--- src/ppa_pkg.sv ---
package ppa_pkg;

    localparam int DEF_COLS = 8;
    localparam int DEF_ROWS = 8;
    localparam int PIX_W = 24;
    localparam int SUM_W = 32;
    localparam int CFG_W = 32;
    localparam int CFG_IDX_W = 3;

    localparam logic [2:0] ST_OK = 3'd0;
    localparam logic [2:0] ST_NEG = 3'd1;
    localparam logic [2:0] ST_X_RANGE = 3'd2;
    localparam logic [2:0] ST_Y_RANGE = 3'd3;
    localparam logic [2:0] ST_UNSET = 3'd4;

    localparam logic [1:0] REQ_ADD_POS = 2'd0;
    localparam logic [1:0] REQ_ADD_PIX = 2'd1;
    localparam logic [1:0] REQ_CLEAR = 2'd2;
    localparam logic [1:0] REQ_READ = 2'd3;

    localparam logic [2:0] CFG_ORIGIN_X = 3'd0;
    localparam logic [2:0] CFG_ORIGIN_Y = 3'd1;
    localparam logic [2:0] CFG_INV_W = 3'd2;
    localparam logic [2:0] CFG_INV_H = 3'd3;
    localparam logic [2:0] CFG_KIND = 3'd4;

    localparam logic [1:0] KIND_NEUTRON = 2'd1;
    localparam logic [1:0] KIND_PROTON = 2'd2;

    typedef struct packed {
        logic [1:0] req;
        logic       neg;
        logic       okx;
        logic       oky;
        logic [5:0] col;
        logic [5:0] row;
        logic [15:0] photons;
    } cmd_t;

    function automatic logic [31:0] sat_add32(input logic [31:0] a, input logic [31:0] b);
        logic [32:0] s;
        s = {1'b0, a} + {1'b0, b};
        return s[32] ? 32'hFFFF_FFFF : s[31:0];
    endfunction

endpackage

--- src/ppa_fifo.sv ---
module ppa_fifo
    import ppa_pkg::*;
(
    input  logic clk,
    input  logic rst_n,
    input  logic in_valid,
    output logic in_ready,
    input  cmd_t in_cmd,
    output logic out_valid,
    input  logic out_ready,
    output cmd_t out_cmd
);
    cmd_t       q_reg [2];
    logic       wp_reg, rp_reg;
    logic [1:0] cnt_reg;
    logic       wr, rd;

    assign in_ready = cnt_reg != 2'd2;
    assign out_valid = cnt_reg != 2'd0;
    assign out_cmd = q_reg[rp_reg];
    assign wr = in_valid && in_ready;
    assign rd = out_valid && out_ready;

    always_ff @(posedge clk or negedge rst_n)
    begin
        if (!rst_n)
        begin
            wp_reg <= 1'b0;
            rp_reg <= 1'b0;
            cnt_reg <= '0;
        end
        else
        begin
            if (wr)
            begin
                wp_reg <= !wp_reg;
            end
            if (rd)
            begin
                rp_reg <= !rp_reg;
            end
            cnt_reg <= cnt_reg + {1'b0, wr} - {1'b0, rd};
        end
    end

    always_ff @(posedge clk)
    begin
        if (wr)
        begin
            q_reg[wp_reg] <= in_cmd;
        end
    end
endmodule

--- config.mk ---
export PLATFORM = sky130hd
export DESIGN_NAME = ppa_fifo
export DESIGN_NICKNAME = d
export VERILOG_FILES = /design/src/ppa_pkg.sv /design/src/ppa_fifo.sv
export SDC_FILE = /design/constraint.sdc
export NUM_CORES = 1
export LEC_CHECK = 0
export ABC_AREA = 1
export BUFFER_PORTS_ARGS = -buffer_cell sky130_fd_sc_hd__buf_4
export CORE_ASPECT_RATIO = 1.75
export CORE_UTILIZATION = 24
export CTS_CLUSTER_SIZE = 14
export DETAILED_ROUTE_END_ITERATION = 8
export GPL_TIMING_DRIVEN = 0
export PLACE_DENSITY = 0.39
export SLEW_MARGIN = 20
export SYNTH_ARGS = -nofsm -noshare
export SYNTH_HDL_FRONTEND = slang
export SYNTH_SLANG_ARGS = --single-unit
--- constraint.sdc ---
create_clock -name clk -period 3.2 [get_ports clk]
set_clock_uncertainty 0.15 [all_clocks]
set_input_delay 0.64 -clock clk [delete_from_list [all_inputs] [get_ports clk]]
set_output_delay 0.64 -clock clk [all_outputs]
set_load 0.005 [all_outputs]
## Word-level counts from Yosys, hierarchy flattened

Memory sizes are Yosys's and may differ from the RTL's.
Index checks and enable logic that the tools add are counted.

| word-level totals | value |
|---|---|
| memories | 1 |
| input port bits | 37 |
| flip-flop bits (word level) | 4 |
| word-level logic and storage cells | 14 |
| output and inout port bits | 35 |
| bits in writable memories | 66 |

| operators by class | value |
|---|---|
| equality and inequality tests | 1 |
| reductions and logical operators | 5 |
| multiplexer cells | 2 |
| add/subtract/negate cells | 2 |

Memory list:

| memory | words | bits a word | read ports | clocked after Yosys merged registers in | wr ports | line | text |
|---|---|---|---|---|---|---|---|
| q_reg | 2 | 33 | 1 | 0 | 1 | ppa_fifo.sv:13 | `cmd_t q_reg [2];` |

Operator list:

| kind | count |
|---|---|
| $add 2x1->2 | 1 |
| $logic_and 1x1->1 | 2 |
| $logic_not 1->1 | 2 |
| $mux 1 | 2 |
| $ne 2x2->1 const B | 1 |
| $reduce_bool 2->1 | 1 |
| $sub 2x1->2 | 1 |

## Depth between registers and ports, before layout

| logic depth | value |
|---|---|
| word-level depth | 4 |
| mapped depth | 12 |
| depth with buffers taken out | 12 |

## Worst setup path before layout

OpenSTA, ideal clock, no wires.

| path | value |
|---|---|
| kind | input -> register |
| start point | in in_valid |
| end point | mem q_reg[0][0] (netlist bit) (enable) |
| buffers on the path | 0 |
| library setup time | 423 ps |
| path slack | 529 ps |
| stages on the path | 2 |
| arrival time | 2098 ps |
| cell sequence | nand2_4 nor2_1 |

| on the way | value |
|---|---|
| longest elaborated chain between the ends | 3 |

RTL lines:

| element | line | text |
|---|---|---|
| start, declared | ppa_fifo.sv:6 | `input logic in_valid,` |
| $logic_and 1x1->1 | ppa_fifo.sv:21 | `assign wr = in_valid && in_ready;` |
| $mux 1 | ppa_fifo.sv:48 | `if (wr)` |
| $mux 1 (not written as such) | ppa_fifo.sv:50 | `q_reg[wp_reg] <= in_cmd;` |
| end, declared | ppa_fifo.sv:13 |  |

No other way between the ends.

==> flow_summary_export.csv <==
group,metric,value,unit
worst_setup_path,endpoint_kind,"primary output",
timing,slew_headroom,52.5,%
clock_network,post_cts_buffers,0,
placement,portBuffers,71,
timing,finalCritPeriodShare,66.5,%
worst_setup_path,crit_type,"flip-flop to primary output",
timing,max_freq,470,MHz
die,core,10800,um2
finish,drive_above_1_share,35.4,%
finish,num-fill-cells,1089,
clock_network,cts_root_buffer,"clkbuf_16",
logic_synthesis,synth.avg_cell_area,13.0,um2
timing,finalWorstSetupSlack,1.07,ns
clock_network,cts_buffers,9,
clock_network,clk-insertion-delay-late,0.32,ns
worst_setup_path,crit_family,"buffers and inverters",
logic_synthesis,ys_seq_area_share,78.2,%
finish,syn2layout_area_growth,40.9,%
logic_synthesis,synth_cells,204,
grt,grt_pass1_vias,1687,
logic_synthesis,ys_ff_latch,70,
finish,num_antenna_cells,0,
logic_synthesis,synth.net_count,242,
timing,min_period,2.13,ns
die,initial_core_util,24.7,%
worst_setup_path,critPathBufInv,4,
power,power.leakage,1.60,nW
die,die_w,81.6,um
detailed_routing,routed_wl,5470,um
logic_synthesis,yosysWarnings,0,
clock_network,cts_tree,"done",
worst_setup_path,r2r-start,"cnt_reg[1]$_DFF_PN0_",
die,rows,50,
detailed_routing,drt_iter0_drc,81,
detailed_routing,avgViaCountPerCell,3.97,
worst_setup_path,endpoint,"out_cmd[27]",
placement,hpwl,3730,um
clock_network,htreeDepth,3,
worst_setup_path,r2r_slack,1.30,ns
timing,tns,0,ns
power,p_per_area,936,nW/um2
detailed_routing,drtAntennaViolNets,0,
worst_setup_path,slowest_delay,0.35,ns
placement,place_congestion,0.677,
clock_network,ctsResizeCount,0,
clock_network,clock_sinks,70,
clock_network,clk_pin_slew,0.06,ns
finish,fin_util,34.8,%
worst_setup_path,reg2reg_depth,4,
finish,layout_common_cells,"104 x nand2_1, 73 x buf_4, 66 x edfxtp_1, 9 x clkbuf_16, 7 x inv_1",
grt,overflow,0,
grt,grt_start_max_net_pins,22,
min_path,hp-class,"primary input to flip-flop",
timing,hold_viol,0,
power,ir_drop,388,uV
timing,setup_viol,0,
worst_setup_path,slowest_stage,"dfrtp_1",
logic_synthesis,ys_types,17,
placement,dpl-instance-area,3420,um2
worst_setup_path,rr_endpoint,"q_reg[0][9]$_DFFE_PP_",
finish,fin_cells,424,
placement,placed_cells,407,
worst_setup_path,crit_arrival,1.34,ns
die,die-area,11500,um2
finish,largest_reg_flops,66,
worst_setup_path,crit_start,"rp_reg$_DFFE_PN0P_",
die,top_level_ports,72,
placement,pre_cts_ws,1.07,ns
grt,grt_pass1_wl,8370,um
detailed_routing,vias,1685,
finish,fin_area,3750,um2
status,status,"complete, no violations",
timing,maxSlewViolCount,0,
worst_setup_path,path_cells,"buf_4 -> inv_4 -> buf_6 -> nand2_1 -> nand2_1 -> buf_4",
run,max_cap_viol_count,0,
worst_setup_path,path_depth,6,
detailed_routing,wire_per_inst,12.9,um
grt,grt_usage,10.6,%
detailed_routing,first_pass_iters,4,
finish,final_nets,327,
finish,layout_commonest_cell,"nand2_1",
worst_setup_path,start_kind,"flip-flop",
timing,worst_pin_slew,0.711,ns
detailed_routing,drcViolationCount,0,
grt,antenna_found_initial,0,
clock_network,clockBufferDepth,2,
worst_setup_path,cp.required,2.41,ns
worst_setup_path,cp_max_fo,10,
logic_synthesis,syn-cell-area,2660,um2
timing,rsz0062_at_grt,"false",
die,die_h,141,um
-- where the power goes --
part | switching [mW] | leakage, nW | total (mW) | internal, mW
sequential | 0.0599 | 0.660 | 1.31 | 1.25
clock | 0.347 | 0.149 | 1.02 | 0.675
combinational | 0.627 | 0.794 | 1.17 | 0.546
-- cell families (layout without fill, tap and decap cells) --
| group | Yosys count | count (layout) | synth area share (%) |
|---|---|---|---|
| XOR/XNOR | 1 | 1 | 0.329 |
| adder cells (fa/ha/maj) | 1 | 1 | 0.470 |
| buffers and inverters | 15 | 105 | 3.43 |
| AND/OR/NAND/NOR | 115 | 115 | 17.2 |
| AO/OA/AOI/OAI | 2 | 2 | 0.376 |
| flip-flops | 70 | 70 | 78.2 |
-- cells in the mapped netlist --
cell	n	area share, %
nor2_1	2	0.28
nand2_2	3	0.71
nand2_4	1	0.42
buf_4	2	0.56
xor2_1	1	0.33
edfxtp_1	66	74
a21oi_1	1	0.19
nand3_1	2	0.38
dfrtp_1	4	3.8
buf_2	2	0.38
buf_6	3	1.3
inv_1	7	0.99
nor2_2	3	0.71
inv_4	1	0.24
nand2_1	104	15
ha_1	1	0.47
o21ai_1	1	0.19
-- worst reg2reg max path, stage by stage (launching register included) --
cell	delay, ns
dfrtp_1	0.43
nand2_2	0.15
nand2_4	0.09
nor2_4	0.55
buf_16	0.23
-- layout make-up --
| class | instances | area [um2] | share of cell area [%] |
|---|---|---|---|
| clock inverters | 7 | 88.8 | 2.37 |
| flip-flops and latches | 70 | 2080 | 55.5 |
| repair buffers | 74 | 598 | 16.0 |
| inverters | 8 | 32.5 | 0.868 |
| multi-input cells | 119 | 500 | 13.4 |
| plain buffers | 7 | 58.8 | 1.57 |
| clock buffers | 9 | 225 | 6.01 |
| well taps | 130 | 163 | 4.34 |
-- stage by stage --
step / hold slack [ns] / total power [mW]
2_1_floorplan: 0.194 / 1.90
3_3_place_gp: 0.294 / 2.49
3_5_place_dp: 0.296 / 2.55
4_1_cts: 0.323 / 3.60
5_1_grt: 0.330 / 3.75
6_report: 0.345 / 3.51
-- metal layers --
layer	share of wire, %	vias up	global-route usage (%)
met1	35	783	9.58
met3	4.1	9	2.96
met5	0	-	0
met4	2.6	0	7.20
met2	58	45	19.4
li1	-	848	-
-- worst min-delay path by stage --
| stage | start | to | slack, ns | cells after the start |
|---|---|---|---|---|
| after floorplan | rst_n | cnt_reg[0]$_DFF_PN0_ | 0.19 | 0 |
| after CTS | in_cmd[2] | q_reg[0][2]$_DFFE_PP_ | 0.32 | 1 |
| final | in_cmd[22] | q_reg[0][22]$_DFFE_PP_ | 0.34 | 1 |
| after global placement | rst_n | wp_reg$_DFFE_PN0P_ | 0.29 | 1 |
| after global routing | in_cmd[23] | q_reg[1][23]$_DFFE_PP_ | 0.33 | 1 |
| after detailed placement | rst_n | wp_reg$_DFFE_PN0P_ | 0.30 | 1 |
-- repair_timing --
action	4_1_cts	5_1_grt
hold buffers	1	0
endpoints found under the hold margin	4	0
setup endpoints to repair	0	0
No activity file was read; power rests on OpenSTA's default activity.
