==> src/ppa_pkg.sv <==
package ppa_pkg;

    localparam int DEF_COLS = 8;
    localparam int DEF_ROWS = 8;
    localparam int PIX_W = 24;
    localparam int SUM_W = 32;
    localparam int CFG_W = 32;
    localparam int CFG_IDX_W = 3;

    localparam logic [2:0] ST_OK = 3'd0;
    localparam logic [2:0] ST_NEG = 3'd1;
    localparam logic [2:0] ST_X_RANGE = 3'd2;
    localparam logic [2:0] ST_Y_RANGE = 3'd3;
    localparam logic [2:0] ST_UNSET = 3'd4;

    localparam logic [1:0] REQ_ADD_POS = 2'd0;
    localparam logic [1:0] REQ_ADD_PIX = 2'd1;
    localparam logic [1:0] REQ_CLEAR = 2'd2;
    localparam logic [1:0] REQ_READ = 2'd3;

    localparam logic [2:0] CFG_ORIGIN_X = 3'd0;
    localparam logic [2:0] CFG_ORIGIN_Y = 3'd1;
    localparam logic [2:0] CFG_INV_W = 3'd2;
    localparam logic [2:0] CFG_INV_H = 3'd3;
    localparam logic [2:0] CFG_KIND = 3'd4;

    localparam logic [1:0] KIND_NEUTRON = 2'd1;
    localparam logic [1:0] KIND_PROTON = 2'd2;

    typedef struct packed {
        logic [1:0] req;
        logic       neg;
        logic       okx;
        logic       oky;
        logic [5:0] col;
        logic [5:0] row;
        logic [15:0] photons;
    } cmd_t;

    function automatic logic [31:0] sat_add32(input logic [31:0] a, input logic [31:0] b);
        logic [32:0] s;
        s = {1'b0, a} + {1'b0, b};
        return s[32] ? 32'hFFFF_FFFF : s[31:0];
    endfunction

endpackage

==> src/ppa_ram.sv <==
module ppa_ram #(
    parameter int WIDTH = 24,
    parameter int DEPTH = 64
) (
    input  logic                     clk,
    input  logic                     we,
    input  logic [$clog2(DEPTH)-1:0] waddr,
    input  logic [WIDTH-1:0]         wdata,
    input  logic [$clog2(DEPTH)-1:0] raddr,
    output logic [WIDTH-1:0]         rdata
);
    logic [WIDTH-1:0] mem [DEPTH];

    always_ff @(posedge clk)
    begin
        if (we)
        begin
            mem[waddr] <= wdata;
        end
        rdata <= mem[raddr];
    end
endmodule

==> src/ppa_back.sv <==
module ppa_back
    import ppa_pkg::*;
#(
    parameter int COLS = DEF_COLS,
    parameter int ROWS = DEF_ROWS
) (
    input  logic        clk,
    input  logic        rst_n,
    input  logic        in_valid,
    output logic        in_ready,
    input  cmd_t        in_cmd,
    input  logic [1:0]  kind,
    output logic        res_valid,
    input  logic        res_ready,
    output logic [2:0]  status,
    output logic [31:0] sum_common,
    output logic [31:0] sum_ch1,
    output logic [31:0] sum_ch2,
    output logic [31:0] sum_ch3,
    output logic [31:0] sum_ch4,
    output logic [31:0] total_photons
);
    localparam int NPIX = COLS * ROWS;
    localparam int AW = $clog2(NPIX);
    localparam int CW = $clog2(COLS);
    localparam int RW = $clog2(ROWS);

    typedef enum logic [4:0] {
        S_INIT  = 5'b00001,
        S_IDLE  = 5'b00010,
        S_RMW   = 5'b00100,
        S_CLEAR = 5'b01000,
        S_READ  = 5'b10000
    } state_t;

    state_t      state_reg, state_next;
    logic [AW:0] addr_reg;
    logic [CW-1:0] wc_reg, rc_reg;
    logic [RW-1:0] wr_reg, rr_reg;
    logic        rv_reg;
    logic [31:0] total_reg;
    logic [31:0] sums_reg [5];
    logic [15:0] ph_reg;
    logic [AW-1:0] k_reg;
    logic        ram_we;
    logic [AW-1:0] ram_waddr, ram_raddr;
    logic [PIX_W-1:0] ram_wdata, ram_rdata;
    logic [PIX_W:0] psum;
    logic        out_full_reg;
    logic [2:0]  st_reg;
    logic [31:0] o_sums_reg [5];
    logic [31:0] o_total_reg;
    logic        emit;
    logic [2:0]  emit_st;
    logic        emit_sums;
    logic [2:0]  ch;
    logic [AW-1:0] k_in;

    assign k_in = AW'(32'(in_cmd.col) * ROWS + 32'(in_cmd.row));
    assign psum = {1'b0, ram_rdata} + (PIX_W+1)'(ph_reg);
    assign in_ready = (state_reg == S_IDLE) && !out_full_reg;
    assign res_valid = out_full_reg;
    assign status = st_reg;
    assign sum_common = o_sums_reg[0];
    assign sum_ch1 = o_sums_reg[1];
    assign sum_ch2 = o_sums_reg[2];
    assign sum_ch3 = o_sums_reg[3];
    assign sum_ch4 = o_sums_reg[4];
    assign total_photons = o_total_reg;

    always_comb
    begin
        ch = 3'd0;
        if (rc_reg[0] ^ rr_reg[0])
        begin
            if (kind == KIND_NEUTRON)
            begin
                if (32'(rc_reg) < COLS / 2)
                begin
                    ch = (32'(rr_reg) < ROWS / 2) ? 3'd1 : 3'd3;
                end
                else
                begin
                    ch = (32'(rr_reg) >= ROWS / 2) ? 3'd4 : 3'd2;
                end
            end
            else
            begin
                if ((32'(rc_reg) << 2) >= 32'(3 * COLS))
                begin
                    ch = 3'd4;
                end
                else if ((32'(rc_reg) << 2) >= 32'(2 * COLS))
                begin
                    ch = 3'd3;
                end
                else if ((32'(rc_reg) << 2) >= 32'(COLS))
                begin
                    ch = 3'd2;
                end
                else
                begin
                    ch = 3'd1;
                end
            end
        end
    end

    always_comb
    begin
        ram_we = 1'b0;
        ram_waddr = k_reg;
        ram_wdata = psum[PIX_W] ? {PIX_W{1'b1}} : psum[PIX_W-1:0];
        ram_raddr = k_in;
        state_next = state_reg;
        emit = 1'b0;
        emit_st = ST_OK;
        emit_sums = 1'b0;
        case (state_reg)
            S_INIT, S_CLEAR:
            begin
                ram_we = 1'b1;
                ram_waddr = addr_reg[AW-1:0];
                ram_wdata = '0;
                if (32'(addr_reg) == NPIX - 1)
                begin
                    state_next = S_IDLE;
                    emit = state_reg == S_CLEAR;
                end
            end
            S_IDLE:
            begin
                if (in_valid && in_ready)
                begin
                    case (in_cmd.req)
                        REQ_ADD_POS, REQ_ADD_PIX:
                        begin
                            if (in_cmd.neg || !in_cmd.okx || !in_cmd.oky)
                            begin
                                emit = 1'b1;
                                emit_st = in_cmd.neg ? ST_NEG
                                        : (!in_cmd.okx ? ST_X_RANGE : ST_Y_RANGE);
                            end
                            else
                            begin
                                state_next = S_RMW;
                            end
                        end
                        REQ_CLEAR:
                        begin
                            state_next = S_CLEAR;
                        end
                        default:
                        begin
                            if (total_reg == '0)
                            begin
                                emit = 1'b1;
                            end
                            else if (kind != KIND_NEUTRON && kind != KIND_PROTON)
                            begin
                                emit = 1'b1;
                                emit_st = ST_UNSET;
                            end
                            else
                            begin
                                state_next = S_READ;
                            end
                        end
                    endcase
                end
            end
            S_RMW:
            begin
                ram_we = 1'b1;
                emit = 1'b1;
                state_next = S_IDLE;
            end
            S_READ:
            begin
                ram_raddr = addr_reg[AW-1:0];
                if (rv_reg && 32'(addr_reg) == NPIX)
                begin
                    state_next = S_IDLE;
                    emit = 1'b1;
                    emit_sums = 1'b1;
                end
            end
            default:
            begin
                state_next = S_IDLE;
            end
        endcase
    end

    always_ff @(posedge clk or negedge rst_n)
    begin
        if (!rst_n)
        begin
            state_reg <= S_INIT;
            addr_reg <= '0;
            total_reg <= '0;
            out_full_reg <= 1'b0;
            rv_reg <= 1'b0;
        end
        else
        begin
            state_reg <= state_next;
            if (emit)
            begin
                out_full_reg <= 1'b1;
            end
            else if (res_ready)
            begin
                out_full_reg <= 1'b0;
            end
            rv_reg <= 1'b0;
            case (state_reg)
                S_INIT, S_CLEAR:
                begin
                    addr_reg <= (32'(addr_reg) == NPIX - 1) ? '0 : addr_reg + 1'b1;
                    if (state_reg == S_CLEAR)
                    begin
                        total_reg <= '0;
                    end
                end
                S_RMW:
                begin
                    total_reg <= sat_add32(total_reg, 32'(ph_reg));
                end
                S_READ:
                begin
                    if (32'(addr_reg) == NPIX)
                    begin
                        if (rv_reg)
                        begin
                            addr_reg <= '0;
                        end
                    end
                    else
                    begin
                        addr_reg <= addr_reg + 1'b1;
                        rv_reg <= 1'b1;
                    end
                end
                default:
                begin
                end
            endcase
        end
    end

    always_ff @(posedge clk)
    begin
        if (state_reg == S_IDLE && in_valid && in_ready)
        begin
            k_reg <= k_in;
            ph_reg <= in_cmd.photons;
            for (int i = 0; i < 5; i++)
            begin
                sums_reg[i] <= '0;
            end
            rc_reg <= '0;
            rr_reg <= '0;
            wc_reg <= '0;
            wr_reg <= '0;
        end
        else if (state_reg == S_READ)
        begin
            // pipeline: address issued now; data back next cycle
            if (32'(addr_reg) != NPIX)
            begin
                rc_reg <= wc_reg;
                rr_reg <= wr_reg;
                if (32'(wr_reg) == ROWS - 1)
                begin
                    wr_reg <= '0;
                    wc_reg <= wc_reg + 1'b1;
                end
                else
                begin
                    wr_reg <= wr_reg + 1'b1;
                end
            end
            if (rv_reg)
            begin
                sums_reg[ch] <= sat_add32(sums_reg[ch], 32'(ram_rdata));
            end
        end
        if (emit)
        begin
            st_reg <= emit_st;
            for (int i = 0; i < 5; i++)
            begin
                o_sums_reg[i] <= !emit_sums ? '0
                               : (3'(i) == ch) ? sat_add32(sums_reg[i], 32'(ram_rdata))
                               : sums_reg[i];
            end
            o_total_reg <= (state_reg == S_CLEAR) ? '0
                         : (state_reg == S_RMW) ? sat_add32(total_reg, 32'(ph_reg))
                         : total_reg;
        end
    end

    ppa_ram #(
        .WIDTH(PIX_W),
        .DEPTH(NPIX)
    ) u_ram (
        .clk(clk),
        .we(ram_we),
        .waddr(ram_waddr),
        .wdata(ram_wdata),
        .raddr(ram_raddr),
        .rdata(ram_rdata)
    );
endmodule

==> config.mk <==
export PLATFORM = sky130hd
export DESIGN_NAME = ppa_back
export DESIGN_NICKNAME = d
export VERILOG_FILES = /design/src/ppa_pkg.sv /design/src/ppa_ram.sv /design/src/ppa_back.sv
export SDC_FILE = /design/constraint.sdc
export NUM_CORES = 2
export LEC_CHECK = 0
export BUFFER_PORTS_ARGS = -buffer_cell sky130_fd_sc_hd__buf_2
export CAP_MARGIN = 10
export CORE_MARGIN = 2
export CORE_UTILIZATION = 60
export CTS_CLUSTER_SIZE = 25
export DETAILED_ROUTE_END_ITERATION = 12
export PLACE_DENSITY = 0.79
export REMOVE_ABC_BUFFERS = 1
export SYNTH_ARGS = -nofsm -noshare
export SYNTH_HDL_FRONTEND = slang
export SYNTH_HIERARCHICAL = 1
export SYNTH_SLANG_ARGS = --single-unit
export TNS_END_PERCENT = 50
==> constraint.sdc <==
create_clock -name clk -period 30.4 [get_ports clk]
set_input_delay 0 -clock clk [delete_from_list [all_inputs] [get_ports clk]]
set_output_delay 0 -clock clk [all_outputs]
set_load 0.01 [all_outputs]
## Yosys cells after proc, flatten, opt, wreduce, memory -nomap -nowiden

Memory sizes are Yosys's and may differ from the RTL's. A register that Yosys moved wholly into a read port is not among the register bits.
Cells that the tools add are included.

| word-level totals | value |
|---|---|
| register bits after elaboration | 115 |
| memory bits (writable) | 1856 |
| bits of input ports | 39 |
| output and inout bits | 197 |
| logic and storage cells | 166 |
| memories kept | 3 |

Memory list:

| memory | words | width | read ports | clocked after Yosys merged registers in | write ports | line | source |
|---|---|---|---|---|---|---|---|
| u_ram.mem | 64 | 24 | 1 | 1 | 1 | ppa_ram.sv:12 | `logic [WIDTH-1:0] mem [DEPTH];` |
| o_sums_reg | 5 | 32 | 5 | 0 | 5 | ppa_back.sv:51 | `logic [31:0] o_sums_reg [5];` |
| sums_reg | 5 | 32 | 6 | 0 | 5 | ppa_back.sv:42 | `logic [31:0] sums_reg [5];` |

| cells by class | value |
|---|---|
| add/sub/neg operators | 12 |
| magnitude comparators | 6 |
| equality and inequality tests | 26 |
| multiplexer cells | 78 |
| bitwise gates (word level) | 1 |
| reductions and logical operators | 27 |

Operators with widths:

| kind | count |
|---|---|
| 32-bit 2-to-1 mux | 20 |
| 32-bit by 24-bit adder with 33-bit output | 6 |
| 32-bit case mux with 2 select lines | 1 |
| 24-bit 2-to-1 mux | 2 |
| 32-bit by 16-bit adder with 33-bit output | 1 |
| 32-bit zero test | 1 |
| 32-bit OR reduction | 1 |
| 5-bit 2-to-1 mux | 6 |
| 3-bit 2-to-1 mux | 9 |
| 24-bit by 16-bit adder with 25-bit output | 1 |
| 1-bit 2-to-1 mux | 24 |
| 7-bit 2-to-1 mux | 3 |
| 5-bit case mux with 3 select lines | 1 |
| 7-bit case mux with 2 select lines | 1 |
| 6-bit 2-to-1 mux | 2 |
| 5-bit >= comparator (second input constant) | 2 |
| 2-bit 2-to-1 mux | 5 |
| 2-bit != test (second input constant) | 5 |
| 5-bit case mux with 2 select lines | 1 |
| 4-bit by 2-bit != test with 1-bit output (second input constant) | 2 |
| 2-bit AND reduction | 4 |
| 7-bit by 1-bit adder with 7-bit output (second input constant) | 1 |
| 7-bit by 6-bit equality test with 1-bit output (second input constant) | 1 |
| 7-bit equality test (second input constant) | 1 |
| other kinds (33) | 49 |

## Logic depth before layout (Yosys ltp)

An unclocked memory read counts as a cell.

| logic depth | value |
|---|---|
| word-level depth | 10 |
| gate-level depth with buffers | 27 |
| depth with buffers taken out | 22 |

## By module

The synthesis kept the hierarchy.

Modules (own cells, without submodules):

| module | instances | cells each | area an instance (sq um) | sequential area each (sq um) |
|---|---|---|---|---|
| ppa_ram | 1 | 2610 | 59295.6 | 46604.7 |
| ppa_back | 1 | 3227 | 31830.5 | 15576.2 |

## Least setup slack after synthesis

OpenSTA, ideal clock, no wires.

| timing | value |
|---|---|
| kind | flip-flop to flip-flop |
| start | register state_reg[3] |
| end | memory o_sums_reg[0][0], enable pin |
| setup time | 1.022 ns |
| data arrival time | 14.893 ns |
| required time | 29.378 ns |
| path slack | 14.485 ns |
| stages on the path, launching flop included | 7 |
| buffers on the path | 1 |
| clock period less this slack | 15.915 ns |
| path through | dfrtp_1 -> clkbuf_1 -> nor2_1 -> nand3_1 -> nor2_1 -> nand2_1 -> o21ai_0 |

RTL lines:

| item | line | source |
|---|---|---|
| start, declared | ppa_back.sv:36 | `state_t state_reg, state_next;` |
| start signal, assigned | ppa_back.sv:207 | `state_reg <= state_next;` |
| end, declared | ppa_back.sv:51 |  |

==> results.md <==
* Final wirelength at 246 mm
* Worst Path Max Fanout at 30
* Hold Path Class: in2reg
* Setup-failing EPs final at 0
* Ys async rst share at 2.20%
* Synth cell types at 93
* First-pass GRT wire length at 362 mm
* Number of synthesized flops with an enable pin at 2009
* Starting Density at 60.2%
* CP endpoint kind: flip-flop
* Final Skew at 0.0330 ns
* CP Cell Sequence: inv_1 -> ha_1 -> nand2b_1 -> o21ai_0 -> nor2_4 -> buf_4 -> nor2_1 -> a311oi_1 -> a21oi_1 -> a31oi_1 -> ha_1 -> inv_1 -> fa_1 -> nor2b_1 -> o31ai_1 -> a211oi_1 -> o211ai_1 -> o2111ai_1 -> a21oi_1 -> o21ai_1 -> or3b_1 -> o21a_1 -> nor2_1
* Longest Clk Path Bufs at 3
* Worst-margin pin slew at 1.34 ns
* Synthesized flop and latch total at 2090
* Htree depth at 4
* Post-synth top flop: edfxtp_1
* Fillers at 9616
* Final HPWL DP at 151 mm
* Max reg flops at 1536
* Post-synthesis cell area at 91100 µm²
* Fmax at 136 MHz
* Slew Viols, Final at 0
* Slowest cell on the critical path: or3b_1
* Worst EP arrival at 8.04 ns
* Largest net degree at the start of global routing at 107
* Synthesized area per cell at 15.6 µm²
* Max-cap viol count at 0
* Final min period at 7.34 ns
* Syn. warnings at 6
* Most frequent cells in the layout: edfxtp_1 (2009), nor2_1 (418), mux4_2 (355), nand2_1 (346), a21oi_1 (312)
* Final period utilization at 24.1%
* Routed wire per std cell at 29.2 µm
* Final hold slack at 0.139 ns
* CTS tree: yes
* Leakage power total at 35.0 nW
* GPL Wtd Cong at 0.959
* Gr ovfl total at 0
* Core ar. at 151000 µm²
* Via count at 56502
* Crit start category: flip-flop
* Sequential Area at 62200 µm²
* Clock net sink count at 2090
* IO Pins at 236
* RSZ-0062 raised after global routing: false
* Final Hold Violating Endpoints at 0
* Initial antenna violation count at 11
* Site row count at 143
* Vias in the first global route at 55434
* Width of the chip at 394 µm
* Synth-to-Final Area Change at 12.5%
* DR iter-0 viols at 7147
* Port buffer count at 232
* Post-cts sizing count at 0
* Area of the multi-input gates at 27900 µm²
* Slew HR at 8.52%
* Outcome: finished, final reports clean
* Cells after synthesis at 5837
* DR DRC count at 0
* Commonest non-fill, non-tap cell in the layout: edfxtp_1
* Clock-pin slew on the worst setup and hold paths at 0.07 ns
* Antenna Nets Post-Route at 0
* Root Buffer: clkbuf_16
* Area of the die at 155000 µm²
* Vias per std cell at 6.73
* 1st-pass router iterations at 9
* Worst Path Required at 31.11 ns
* Pwr per Cell Area at 105 nW/µm²
* Seq/Total Area, Yosys at 68.2%
* Gr usage total at 31.6%
* Delay-heaviest family, CP: compound AO/OA/AOI/OAI gates
* Finished Core Util at 67.7%
* Num CTS Buffers at 199
* Clk Latency, worst-skew pair at 0.86 ns
* Die height at 394 µm
* Critical path class: reg2reg
* Slowest Stage Delay on Critical Path at 0.73 ns
* Layout cells sized above 1 at 19.5%
* Nets at 6429
* Crit path buf inv count at 3
* VDD IR-drop max at 0.132 mV
through the flow:
stage / setup TNS (ns) / std cells / setup slack (ns) / power (W) / instance area (µm²)
2_1_floorplan: -530.84 / 5563 / -25.02 / 0.00735 / 89800
3_3_place_gp: 0 / 7958 / 23.43 / 0.00801 / 95300
3_5_place_dp: 0 / 7958 / 23.25 / 0.00817 / 95300
4_1_cts: 0 / 8391 / 23.27 / 0.0107 / 103000
5_1_grt: 0 / 8391 / 22.69 / 0.0112 / 103000
6_report: 0 / 8398 / 23.06 / 0.0107 / 103000
report_power, final:
part	switching, W	total, W	internal [W]
clock network	0.00109	0.00248	0.00139
logic	0.00266	0.00380	0.00113
registers	0.000184	0.00446	0.00428
path summary, 6_finish.rpt:
kind                                        start                      endpoint  slack, ns  cells past startpoint
setup / recovery           rc_reg[2]$_SDFFE_PP0P_  sums_reg[0][3]$_SDFFCE_PN0P_      23.06                     23
hold / removal                         in_cmd[31]       status[2]$_SDFFCE_PN0P_       0.14                      4
setup reg to reg           rc_reg[2]$_SDFFE_PP0P_  sums_reg[0][3]$_SDFFCE_PN0P_      23.06                     23
hold reg to reg            wc_reg[1]$_SDFFE_PP0P_        wc_reg[1]$_SDFFE_PP0P_       0.49                      2
max in group asynchronous                   rst_n       addr_reg[5]$_DFFE_PN0P_      29.56                      4
min in group asynchronous                   rst_n      total_reg[6]$_DFFE_PN0P_       0.34                      4
area by class of cell:
type	count	share of cell area [%]
well taps	2030	2.48
diodes	7	0.0171
inverters	126	0.461
clock inverters	123	1.33
flip-flops and latches	2090	60.7
multi-input cells	3347	27.2
clock buffers	244	5.06
repair buffers	431	2.79
kinds of logic (layout without fill, tap and decap cells):
group | after synthesis | after routing | share of synthesized area [%]
buffers and inverters | 400 | 924 | 1.95
multiplexers | 549 | 549 | 11.0
XOR/XNOR | 151 | 151 | 1.46
AND/OR/NAND/NOR | 1239 | 1239 | 6.13
other | 0 | 7 | 0
adder cells (fa/ha/maj) | 195 | 195 | 2.75
flip-flops | 2090 | 2090 | 68.2
AO/OA/AOI/OAI | 1213 | 1213 | 8.47
cells in the mapped netlist, types with 24 or more instances:
master    number  area (µm²)
mux2i_1      126        1260
ha_1         186        2330
dfxtp_1       35         701
nor3_1        63         315
a21oi_1      331        1660
o211ai_1      24         180
xor2_1        66         578
o21ai_0      256        1280
nor2_1       486        1820
nor2b_1       34         213
mux2_2        67         754
edfxtp_1    2009       60300
a311oi_1      49         429
and3_1        57         357
nand3_1       83         415
buf_4         31         233
xnor2_1       84         736
a22oi_1       31         233
nand2_1      349        1310
a21o_1        69         518
a31oi_1      103         644
buf_2         49         245
o22ai_1       59         369
inv_1        124         465
nand2b_1      35         219
o21a_1        55         413
dfrtp_1       45        1130
a221oi_1      59         517
mux4_2       355        8000
clkbuf_1     158         593
a211oi_1      40         300
repair_timing:
| item | 4_1_cts | 5_1_grt |
|---|---|---|
| endpoints found under the hold margin | 80 | 0 |
| hold buffers | 66 | 0 |
| endpoints found under the setup margin | 0 | 0 |
| buffers inserted | 0 | 0 |
worst min-delay path, stage by stage:
cell	delay [ns]
dlygate4sd3_1	0.52
buf_2	0.16
nand3_1	0.10
nor3_1	0.05
metal layers:
layer	GRT usage (%)	share of wire [%]	wire, µm	up-vias
met1	42.4	36	88100	28311
met2	50.6	48	118000	3758
met5	0	0.015	38	-
met3	6.13	11	27100	586
li1	-	-	-	23843
met4	14.3	4.9	12000	4
Power figures use the tool's default switching activity.
